### config.mk
export PLATFORM = sky130hd
export DESIGN_NAME = tick_divider_with_oneshot_timers
export DESIGN_NICKNAME = d
export VERILOG_FILES = /design/src/rtl/tdwot_pkg.sv /design/src/rtl/tdwot_cell.sv /design/src/rtl/tdwot_head.sv /design/src/rtl/tdwot_prescale.sv /design/src/rtl/tick_divider_with_oneshot_timers.sv
export SDC_FILE = /design/constraint.sdc
export NUM_CORES = 1
export LEC_CHECK = 0
export ABC_AREA = 0
export BUFFER_PORTS_ARGS = -buffer_cell sky130_fd_sc_hd__buf_4
export CAP_MARGIN = 20
export CORE_MARGIN = 8
export CORE_UTILIZATION = 45
export CTS_CLUSTER_SIZE = 20
export DETAILED_ROUTE_END_ITERATION = 8
export PLACE_DENSITY = 0.67
export SYNTH_ARGS = -nofsm -noshare
export SYNTH_HDL_FRONTEND = slang
export SYNTH_SLANG_ARGS = --single-unit
### constraint.sdc
create_clock -name clk -period 27.5 [get_ports clk]
set_clock_uncertainty 0.1 [all_clocks]
set_input_delay 2.75 -clock clk [delete_from_list [all_inputs] [get_ports clk]]
set_output_delay 2.75 -clock clk [all_outputs]
set_load 0.01 [all_outputs]
### src/rtl/tdwot_pkg.sv
package tdwot_pkg;

	// request kinds on the input channel
	localparam logic [1:0] KIND_TICK   = 2'd0;
	localparam logic [1:0] KIND_ADD    = 2'd1;
	localparam logic [1:0] KIND_REMOVE = 2'd2;

	// result kinds on the output channel
	localparam logic [2:0] RES_SUMMARY   = 3'd0;
	localparam logic [2:0] RES_FIRED     = 3'd1;
	localparam logic [2:0] RES_ADD_OK    = 3'd2;
	localparam logic [2:0] RES_REMOVE_OK = 3'd3;
	localparam logic [2:0] RES_ERROR     = 3'd4;

	// prescaler constants
	localparam logic [20:0] SEC_MS       = 21'd1000;
	localparam logic [20:0] SEC_CLEAR_MS = 21'd2000;
	localparam logic [31:0] MIN_MS       = 32'd60000;
	localparam logic [5:0]  MIN_PER_HOUR = 6'd60;

	// slot fires once its count is at or below this
	localparam logic signed [32:0] FIRE_LIMIT = 33'sd1;

	typedef enum logic [1:0] {
		ST_IDLE,
		ST_PASS,
		ST_FLUSH
	} seq_state_t;

	typedef struct packed {
		logic                active;
		logic signed [32:0]  remaining;
		logic [15:0]         tag;
	} slot_t;

	typedef struct packed {
		logic [1:0]  kind;
		logic [19:0] interval;
		logic [30:0] delay;
		logic [15:0] tag;
		logic [3:0]  handle;
	} cmd_t;

	typedef struct packed {
		logic [2:0]  kind;
		logic [3:0]  slot_id;
		logic [15:0] fired_tag;
		logic        sec;
		logic        min;
		logic        hour;
	} res_t;

endpackage

### src/rtl/tdwot_cell.sv
module tdwot_cell (
	input  logic             clk,
	input  logic             arst_n,
	input  logic             shift,
	input  tdwot_pkg::slot_t slot_in,
	output tdwot_pkg::slot_t slot_out
);

	logic        active_q;
	logic [32:0] remaining_q;
	logic [15:0] tag_q;

	always_ff @(posedge clk or negedge arst_n) begin
		if (!arst_n) begin
			active_q <= 1'b0;
		end else if (shift) begin
			active_q <= slot_in.active;
		end
	end

	always_ff @(posedge clk) begin
		if (shift) begin
			remaining_q <= slot_in.remaining;
			tag_q       <= slot_in.tag;
		end
	end

	assign slot_out.active    = active_q;
	assign slot_out.remaining = $signed(remaining_q);
	assign slot_out.tag       = tag_q;

endmodule

### src/rtl/tdwot_head.sv
module tdwot_head #(
	parameter int IW = 4
) (
	input  tdwot_pkg::cmd_t  cmd,
	input  logic [IW-1:0]    idx,
	input  logic             found,
	input  tdwot_pkg::slot_t slot_in,
	output tdwot_pkg::slot_t slot_out,
	output logic             hit,
	output tdwot_pkg::res_t  res
);

	logic signed [32:0] dec;
	logic               fire;

	assign dec  = slot_in.remaining - $signed({13'd0, cmd.interval});
	assign fire = dec <= tdwot_pkg::FIRE_LIMIT;

	always_comb begin
		slot_out      = slot_in;
		hit           = 1'b0;
		res           = '0;
		res.slot_id   = 4'(idx);
		unique case (cmd.kind)
			tdwot_pkg::KIND_TICK: begin
				if (slot_in.active) begin
					slot_out.remaining = dec;
					if (fire) begin
						slot_out.active = 1'b0;
						hit             = 1'b1;
						res.kind        = tdwot_pkg::RES_FIRED;
						res.fired_tag   = slot_in.tag;
					end
				end
			end
			tdwot_pkg::KIND_ADD: begin
				// lowest free slot wins: the ring presents slots in ascending order
				if (!slot_in.active && !found) begin
					slot_out.active    = 1'b1;
					slot_out.remaining = $signed({2'b00, cmd.delay});
					slot_out.tag       = cmd.tag;
					hit                = 1'b1;
					res.kind           = tdwot_pkg::RES_ADD_OK;
				end
			end
			tdwot_pkg::KIND_REMOVE: begin
				if (slot_in.active && (32'(idx) == 32'(cmd.handle))) begin
					slot_out.active = 1'b0;
					hit             = 1'b1;
					res.kind        = tdwot_pkg::RES_REMOVE_OK;
					res.slot_id     = cmd.handle;
				end
			end
			default: begin
			end
		endcase
	end

endmodule

### src/rtl/tdwot_prescale.sv
module tdwot_prescale (
	input  logic        clk,
	input  logic        arst_n,
	input  logic        step,
	input  logic [19:0] interval,
	output logic        sec_evt,
	output logic        min_evt,
	output logic        hour_evt
);

	logic [20:0] sec_q, sec_sum, sec_d;
	logic [31:0] min_q, min_sat, min_d;
	logic [32:0] min_sum;
	logic [5:0]  mod_q, mod_d;

	always_comb begin
		sec_sum  = sec_q + 21'(interval);
		min_sum  = {1'b0, min_q} + 33'(interval);
		min_sat  = min_sum[32] ? '1 : min_sum[31:0];
		sec_evt  = sec_sum >= tdwot_pkg::SEC_MS;
		min_evt  = sec_evt && (min_sat >= tdwot_pkg::MIN_MS);
		hour_evt = min_evt && (mod_q == tdwot_pkg::MIN_PER_HOUR - 6'd1);

		sec_d = sec_sum;
		if (sec_evt) begin
			// a big overshoot drops the remainder instead of carrying it
			sec_d = (sec_sum > tdwot_pkg::SEC_CLEAR_MS) ? '0 : sec_sum - tdwot_pkg::SEC_MS;
		end
		min_d = min_evt ? min_sat - tdwot_pkg::MIN_MS : min_sat;
		mod_d = mod_q;
		if (min_evt) begin
			mod_d = hour_evt ? '0 : mod_q + 6'd1;
		end
	end

	always_ff @(posedge clk or negedge arst_n) begin
		if (!arst_n) begin
			sec_q <= '0;
			min_q <= '0;
			mod_q <= '0;
		end else if (step) begin
			sec_q <= sec_d;
			min_q <= min_d;
			mod_q <= mod_d;
		end
	end

endmodule

### src/rtl/tick_divider_with_oneshot_timers.sv
// One-shot timer bank with a millisecond prescaler. Each request is a tick
// (elapsed ms), an add (claim the lowest free slot with a delay and a tag) or
// a remove (free a slot by handle). The slots live in a ring of SLOT_COUNT
// cells; every tick, add or remove rotates the ring once, one slot per cycle
// unless a parked result waits on a full output register, through a single
// update unit at the head: the request is accepted, the ring makes
// SLOT_COUNT steps, then one flush follows. An add or remove that ends in an
// error builds that error in the flush state first; an unknown kind skips
// the ring and goes straight to the flush. The ring rotation is the rate limit.
// A tick returns a summary with the second/minute/hour events first, then one
// fired result per expiring slot in ascending slot order; add and remove
// return one result. The last flag marks the final result of a request. The
// next request is taken only when the previous one has handed all its results
// to the output register, which may still be waiting on out_ready.
module tick_divider_with_oneshot_timers #(
	parameter int SLOT_COUNT = 16
) (
	input  logic        clk,
	input  logic        arst_n,
	input  logic        in_valid,
	output logic        in_ready,
	input  logic [1:0]  kind,
	input  logic [19:0] interval_ms,
	input  logic [30:0] delay_ms,
	input  logic [15:0] target_tag,
	input  logic [3:0]  slot_handle,
	output logic        out_valid,
	input  logic        out_ready,
	output logic [2:0]  result_kind,
	output logic [3:0]  slot_id,
	output logic [15:0] fired_tag,
	output logic        second_event,
	output logic        minute_event,
	output logic        hour_event,
	output logic        last
);

	localparam int IW = (SLOT_COUNT > 1) ? $clog2(SLOT_COUNT) : 1;
	localparam logic [IW-1:0] LAST_IDX = IW'(SLOT_COUNT - 1);

	tdwot_pkg::seq_state_t state_q, state_d;

	logic [IW-1:0]    idx_q;
	logic             found_q;
	tdwot_pkg::cmd_t  cmd_q;

	// held result: its last flag is known only when the next one shows up
	logic             pend_valid_q, pend_valid_d;
	tdwot_pkg::res_t  pend_q, pend_d;

	logic             out_valid_q;
	tdwot_pkg::res_t  out_q;
	logic             out_last_q;
	logic             out_load, out_last_d;

	logic             accept, advance, out_free;
	logic             sec_evt, min_evt, hour_evt;

	tdwot_pkg::slot_t cell_out [SLOT_COUNT];
	tdwot_pkg::slot_t head_out;
	logic             head_hit;
	tdwot_pkg::res_t  head_res;

	assign in_ready = (state_q == tdwot_pkg::ST_IDLE);
	assign accept   = in_valid && in_ready;
	assign out_free = !out_valid_q || out_ready;
	// a ring step may produce a result, so hold the ring while one is parked
	// and the output register cannot take it
	assign advance  = (state_q == tdwot_pkg::ST_PASS) && !(pend_valid_q && !out_free);

	// prescaler updates on every accepted tick
	tdwot_prescale u_prescale (
		.clk      (clk),
		.arst_n   (arst_n),
		.step     (accept && (kind == tdwot_pkg::KIND_TICK)),
		.interval (interval_ms),
		.sec_evt  (sec_evt),
		.min_evt  (min_evt),
		.hour_evt (hour_evt)
	);

	// ring of slot cells: cell 0 feeds the head, the head writes the last cell
	genvar k;
	generate
		for (k = 0; k < SLOT_COUNT; k++) begin : g_cell
			tdwot_pkg::slot_t cell_in;
			if (k == SLOT_COUNT - 1) begin : g_tail
				assign cell_in = head_out;
			end else begin : g_mid
				assign cell_in = cell_out[k + 1];
			end
			tdwot_cell u_cell (
				.clk      (clk),
				.arst_n   (arst_n),
				.shift    (advance),
				.slot_in  (cell_in),
				.slot_out (cell_out[k])
			);
		end
	endgenerate

	tdwot_head #(
		.IW (IW)
	) u_head (
		.cmd      (cmd_q),
		.idx      (idx_q),
		.found    (found_q),
		.slot_in  (cell_out[0]),
		.slot_out (head_out),
		.hit      (head_hit),
		.res      (head_res)
	);

	// sequencer: next state and result routing
	always_comb begin
		state_d      = state_q;
		pend_valid_d = pend_valid_q;
		pend_d       = pend_q;
		out_load     = 1'b0;
		out_last_d   = 1'b0;
		unique case (state_q)
			tdwot_pkg::ST_IDLE: begin
				if (accept) begin
					unique case (kind) inside
						tdwot_pkg::KIND_TICK: begin
							pend_valid_d = 1'b1;
							pend_d       = '0;
							pend_d.kind  = tdwot_pkg::RES_SUMMARY;
							pend_d.sec   = sec_evt;
							pend_d.min   = min_evt;
							pend_d.hour  = hour_evt;
							state_d      = tdwot_pkg::ST_PASS;
						end
						tdwot_pkg::KIND_ADD, tdwot_pkg::KIND_REMOVE: begin
							pend_valid_d = 1'b0;
							state_d      = tdwot_pkg::ST_PASS;
						end
						default: begin
							// unknown request kind: error, no ring pass
							pend_valid_d = 1'b1;
							pend_d       = '0;
							pend_d.kind  = tdwot_pkg::RES_ERROR;
							state_d      = tdwot_pkg::ST_FLUSH;
						end
					endcase
				end
			end
			tdwot_pkg::ST_PASS: begin
				if (advance) begin
					if (head_hit) begin
						out_load     = pend_valid_q;
						pend_valid_d = 1'b1;
						pend_d       = head_res;
					end
					if (idx_q == LAST_IDX) begin
						state_d = tdwot_pkg::ST_FLUSH;
					end
				end
			end
			tdwot_pkg::ST_FLUSH: begin
				if (!pend_valid_q) begin
					// add on a full table, or remove of a free or out-of-range slot
					pend_valid_d = 1'b1;
					pend_d       = '0;
					pend_d.kind  = tdwot_pkg::RES_ERROR;
					if (cmd_q.kind == tdwot_pkg::KIND_REMOVE) begin
						pend_d.slot_id = cmd_q.handle;
					end
				end else if (out_free) begin
					out_load     = 1'b1;
					out_last_d   = 1'b1;
					pend_valid_d = 1'b0;
					state_d      = tdwot_pkg::ST_IDLE;
				end
			end
			default: begin
				state_d = tdwot_pkg::ST_IDLE;
			end
		endcase
	end

	always_ff @(posedge clk or negedge arst_n) begin
		if (!arst_n) begin
			state_q      <= tdwot_pkg::ST_IDLE;
			pend_valid_q <= 1'b0;
			out_valid_q  <= 1'b0;
			idx_q        <= '0;
			found_q      <= 1'b0;
		end else begin
			state_q      <= state_d;
			pend_valid_q <= pend_valid_d;
			if (out_load) begin
				out_valid_q <= 1'b1;
			end else if (out_ready) begin
				out_valid_q <= 1'b0;
			end
			if (accept) begin
				idx_q   <= '0;
				found_q <= 1'b0;
			end else if (advance) begin
				idx_q <= idx_q + IW'(1);
				if (head_hit) begin
					found_q <= 1'b1;
				end
			end
		end
	end

	always_ff @(posedge clk) begin
		if (accept) begin
			cmd_q.kind     <= kind;
			cmd_q.interval <= interval_ms;
			cmd_q.delay    <= delay_ms;
			cmd_q.tag      <= target_tag;
			cmd_q.handle   <= slot_handle;
		end
		pend_q <= pend_d;
		if (out_load) begin
			out_q      <= pend_q;
			out_last_q <= out_last_d;
		end
	end

	assign out_valid    = out_valid_q;
	assign result_kind  = out_q.kind;
	assign slot_id      = out_q.slot_id;
	assign fired_tag    = out_q.fired_tag;
	assign second_event = out_q.sec;
	assign minute_event = out_q.min;
	assign hour_event   = out_q.hour;
	assign last         = out_last_q;

endmodule

Word level (Yosys, flattened, before mapping) --
Cells that the tools add are included. Widths: inputs -> output; s select.
Storage, ports and cells: input bits 77, register bits after elaboration 994, logic and storage cells 187, output and inout bits 29
Cells by class: reduce and logical (&&, ||, !) cells 28, eq/ne operators 17, order comparisons 4, $add $sub $neg 7, muxes and demuxes 57
Operator list (number):
- $mux 26 | 4
- $pmux 26 s3 | 1
- $pmux 33 s2 | 1
- $mux 16 | 4
- $mux 32 | 2
- $pmux 26 s2 | 1
- $mux 50 | 1
- $mux 21 | 2
- $mux 34 | 1
- $add 32x20->33 | 1
- $le 33x2->1 const B | 1
- $sub 33x21->33 | 1
- $ge 32x16->1 const B | 1
- $sub 32x16->32 const B | 1
- $add 21x20->21 | 1
- $ge 21x10->1 const B | 1
- $gt 21x11->1 const B | 1
- $mux 1 | 21
- $sub 21x10->21 const B | 1
- $mux 4 | 4
- $mux 2 | 7
- $mux 6 | 2
- $ne 2x2->1 const B | 6
- $pmux 2 s3 | 2
- 22 further kinds | 45

Longest topological paths before layout --
depth in word-level cells 9, gate-level depth with buffers 18, mapped depth without buffers 17

Modules after synthesis --
A second synthesis with hierarchy kept.
Unflattened totals: cell total of the unflattened synthesis 2348, area total of the unflattened synthesis 38504.4 um2
By module, submodules not included:
- tdwot_cell | instances 16, area an instance 1519.0 um2, cells each 52
- tdwot_prescale | instances 1, area an instance 6299.8 um2, cells each 774
- tick_divider_with_oneshot_timers | instances 1, area an instance 4621.9 um2, cells each 225
- tdwot_head | instances 1, area an instance 3279.4 um2, cells each 517

Worst setup path before layout --
Ideal clock, no wire load.
path kind in2reg, start point input out_ready, end point register g_cell[0].u_cell.remaining_q[0], enable pin, stages on the path 4, data required time 25.948 ns, data arrival time 24.377 ns, path buffers 1, path slack 1.571 ns, cells stage by stage nand3b_1 -> nand2_1 -> inv_1 -> buf_1
On the way: cells in the longest elaborated chain, start to end 5
RTL lines:
- start: declaration | line tick_divider_with_oneshot_timers.sv:28 | input logic out_ready,
- $logic_or 1x1->1 | line tick_divider_with_oneshot_timers.sv:66 | assign out_free = !out_valid_q || out_ready;
- $logic_not 1->1 | line tick_divider_with_oneshot_timers.sv:69 | assign advance = (state_q == tdwot_pkg::ST_PASS) && !(pend_valid_q && !out_free);
- $logic_and 1x1->1 | line tick_divider_with_oneshot_timers.sv:69
- $logic_not 1->1 | line tick_divider_with_oneshot_timers.sv:69
- $logic_and 1x1->1 | line tick_divider_with_oneshot_timers.sv:69
- net advance | line tick_divider_with_oneshot_timers.sv:56 | logic accept, advance, out_free;
- end signal: assignment | line tdwot_cell.sv:23 | remaining_q <= slot_in.remaining;
- end: declaration | line tdwot_cell.sv:10 | logic [32:0] remaining_q;
The timed path passes the listed nets, and every way through them passes these cells. A chain may end at the register's enable or synchronous reset.

Worst setup path in the final report --
start point input interval_ms[0], end point register u_prescale.min_q[23]
On the way: cells in the longest elaborated chain, start to end 5
RTL lines:
- start: declaration | line tick_divider_with_oneshot_timers.sv:23 | input logic [19:0] interval_ms,
- $add 32x20->33 | line tdwot_prescale.sv:18 | min_sum = {1'b0, min_q} + 33'(interval);
- $mux 32 | line tdwot_prescale.sv:19 | min_sat = min_sum[32] ? '1 : min_sum[31:0];
- $ge 32x16->1 | line tdwot_prescale.sv:21 | min_evt = sec_evt && (min_sat >= tdwot_pkg::MIN_MS);
- $logic_and 1x1->1 | line tdwot_prescale.sv:21
- $mux 32 (*) | line tdwot_prescale.sv:29 | min_d = min_evt ? min_sat - tdwot_pkg::MIN_MS : min_sat;
- end signal: assignment | line tdwot_prescale.sv:43 | min_q <= min_d;
- end: declaration | line tdwot_prescale.sv:12 | logic [31:0] min_q, min_sat, min_d;
Every way passes the cells marked *; elsewhere a longest branch is shown, timed or not.

==> reports/metrics.yaml <==
grt:
  grt_first_pass_wirelength_mm: 113
  antenna_found_initial: 3
  grt_max_degree: 153
  grt_util_all_layers_pct: 15.3
  grt_pass1_vias: 19500
  gr-total-overflow: 0
synth:
  syn_inst: 2310
  synth_top_family_by_area: "compound AO/OA/AOI/OAI gates"
  synthArstFlopShare_pct: 8.45
  syn_area_mm2: 0.0375
  synth_area_leader_cell: "edfxtp_1"
  yosysSeqAreaShare_pct: 78.4
  synth_top_cells_by_area: "edfxtp_1, dfrtp_1, ha_1, nand2_1, o21ai_0"
  synth_ff_type: "edfxtp_1"
  synthSimpleGateAreaFrac_pct: 7.16
  synth_fa_ha_area_share_pct: 2.53
  synth_compound_area_share_pct: 7.89
  synth-xor-area-share_pct: 1.94
  synth_top_area_share_pct: 72.8
  yosys_warnings: 0
  avgSynthCellArea_um2: 16.2
  synth_mux_area_share_pct: 0.867
  synth.distinct_cells: 90
  synth-edff-count: 910
  synth-seq-cells: 994
  synth_nets: 2461
power:
  powerDensity_mw_per_mm2: 106
  finalPower_uw: 4540
  p_leak_uw: 0.0151
  peakVddDrop_uv: 61.2
floorplan:
  die_height_um: 305
  num_rows: 106
  core_mm2: 0.0832
  io_pins: 106
  die_w_um: 305
  dieArea_mm2: 0.0929
  start_util_pct: 45.1
timing:
  drv_slew: 0
  rsz0062_at_grt: "no"
  setup_viol: 0
  tightest_slew_ns: 1.11
  period_share_pct: 26.4
  relSlewSlack_pct: 24.2
  timing.fmax_ghz: 0.138
  setup_tns_ns: 0
  hold_violations: 0
  min_period_ns: 7.25
  whs_ns: 0.301
critical_path:
  crit_fanout: 11
  timing.rr.end: "pend_q[7]"
  r2r_slack_ns: 21.35
  path_class: "in -> reg"
  cp-end-kind: "register"
  arrival_ns: 7.75
  worstRegToRegCells: 16
  critPathLaunchType: "input pin"
  crit_required_ns: 27.99
  r2r_start: "g_cell[0].u_cell.remaining_q[0]"
  cp-startpoint: "interval_ms[0]"
finish:
  mostFrequentLayoutCells: "edfxtp_1, nand2_1, buf_4"
  final_common_cell: "edfxtp_1"
  layout-drive-gt1-share_pct: 13.3
  fin_util_pct: 51.8
  antenna_cells: 0
  nets: 2623
  multi_input_area_mm2: 0.00769
  nFillCells: 6585
  seqCellArea_mm2: 0.0294
  areaGrowthSynthToFinish_pct: 14.7
status:
  status: "finished clean"
placement:
  io_buffer_count: 105
  gp_congestion: 0.879
  hpwl_mm: 45.8
clock_network:
  cts_root_buf: "clkbuf_16"
  clock_path_buffers: 3
  worstSkewPairLatency_ns: 0.64
  cts_num_sinks: 994
  postCtsSetupBuffers: 0
  clk_pin_slew_worst_paths_ns: 0.06
  hold_buffers: 0
  tritoncts: "yes"
  h-tree-depth: 3
  cts-resized-gates: 0
  numCtsBuffers: 99
drt:
  drt-initial-drc-count: 1709
  wl_per_cell_um: 19.8
  drt_wl_total_mm: 72.2
  final_antenna_net_count: 0
  vias: 19800
  drc: 0
  drt_first_pass_iters: 6
  via_per_inst: 5.43
worst_hold_path:
  min_from: "g_cell[6].u_cell.remaining_q[3]"
  min_path_type: "reg -> reg"
  hold_end: "g_cell[5].u_cell.remaining_q[3]"
  whs_path_depth: 0
run:
  maxCapViolCount: 0
## layer usage
layer	GRT usage, %	up-vias	routed length, um
met5	0	-	13
met4	4.24	2	1550
met3	3.15	134	4470
met2	22.8	574	32000
met1	22.7	9842	34100
li1	-	9202	-
## power breakdown
part / internal [uW] / leakage (uW) / switching [uW] / total, uW
clock: 797 / 0.00161 / 573 / 1370
combinational: 282 / 0.00396 / 584 / 866
sequential: 2160 / 0.00951 / 144 / 2310
total: 3240 / 0.0151 / 1300 / 4540
## Yosys cell counts, types with 13 or more instances
library cell / n
xor2_1: 35
inv_1: 48
clkbuf_1: 60
dfrtp_1: 84
mux2_2: 20
a22oi_1: 23
o211ai_1: 16
a21o_1: 29
or3_1: 13
a211oi_1: 16
edfxtp_1: 910
ha_1: 71
nand2b_1: 14
a31oi_1: 20
nand4_1: 19
nor2_1: 120
a21oi_1: 106
o21a_1: 16
nand3_1: 31
and3_1: 17
and2_1: 25
nor3_1: 30
o21ai_0: 118
xnor2_1: 48
nand2_1: 211
## cell families after synthesis
| kind of cell | count (synthesis) |
|---|---|
| flops | 994 |
| buf+inv | 117 |
| simple gates | 558 |
| xor+xnor | 83 |
| mux | 30 |
| fa+ha+maj | 74 |
| compound gates | 454 |
## worst max path at each step
stage	slack, ns	endpoint	cells after the start
2_1_floorplan	1.57	g_cell[0].u_cell.remaining_q[0]	4
3_3_place_gp	19.74	u_prescale.mod_q[2]	15
3_5_place_dp	19.61	u_prescale.min_q[23]	19
4_1_cts	20.27	u_prescale.min_q[23]	19
5_1_grt	19.88	u_prescale.mod_q[3]	16
6_report	20.25	u_prescale.min_q[23]	19
## registers in the layout, indices dropped and copies added, names as in the netlist, 2 cells and up
signal                     count
u_prescale.min_q              32
pend_q                        26
g_cell.u_cell.active_q        16
g_cell.u_cell.tag_q          256
g_cell.u_cell.remaining_q    528
result_kind                    3
u_prescale.mod_q               6
slot_id                        4
state_q                        2
u_prescale.sec_q              21
fired_tag                     16
idx_q                          4
cmd_q                         73
## through the flow
step / worst slack, ns / instance area (um^2) / cells
finish: 20.25 / 43100 / 3636
detailed placement: 19.61 / 39600 / 3448
floorplan: 1.57 / 37500 / 2310
global route: 19.88 / 43100 / 3636
CTS: 20.27 / 43000 / 3633
global placement: 19.74 / 39600 / 3448
## area by class of cell
| class | instances | share of cell area [%] |
|---|---|---|
| multi-input combinational | 1199 | 17.9 |
| clock inverter | 73 | 1.89 |
| inverter | 48 | 0.436 |
| sequential | 994 | 68.4 |
| clock buffer | 112 | 5.92 |
| timing repair buffer | 130 | 2.41 |
| tap | 1080 | 3.14 |
## worst max-delay path: stages
cell and delay (ns):
buf_4 0.10, ha_1 0.18, inv_1 0.07, fa_1 0.39
nand2b_1 0.20, a21oi_1 0.39, o211ai_2 0.26, a2111oi_2 0.67
buf_4 0.29, or2_2 0.15, ha_1 0.20, o31ai_1 0.13
a21boi_0 0.42, o22ai_1 0.17, nor3_1 0.57, or3_1 0.22
mux2_2 0.33, a21oi_1 0.12, o22a_1 0.14
(Power assumes the default switching activity.)
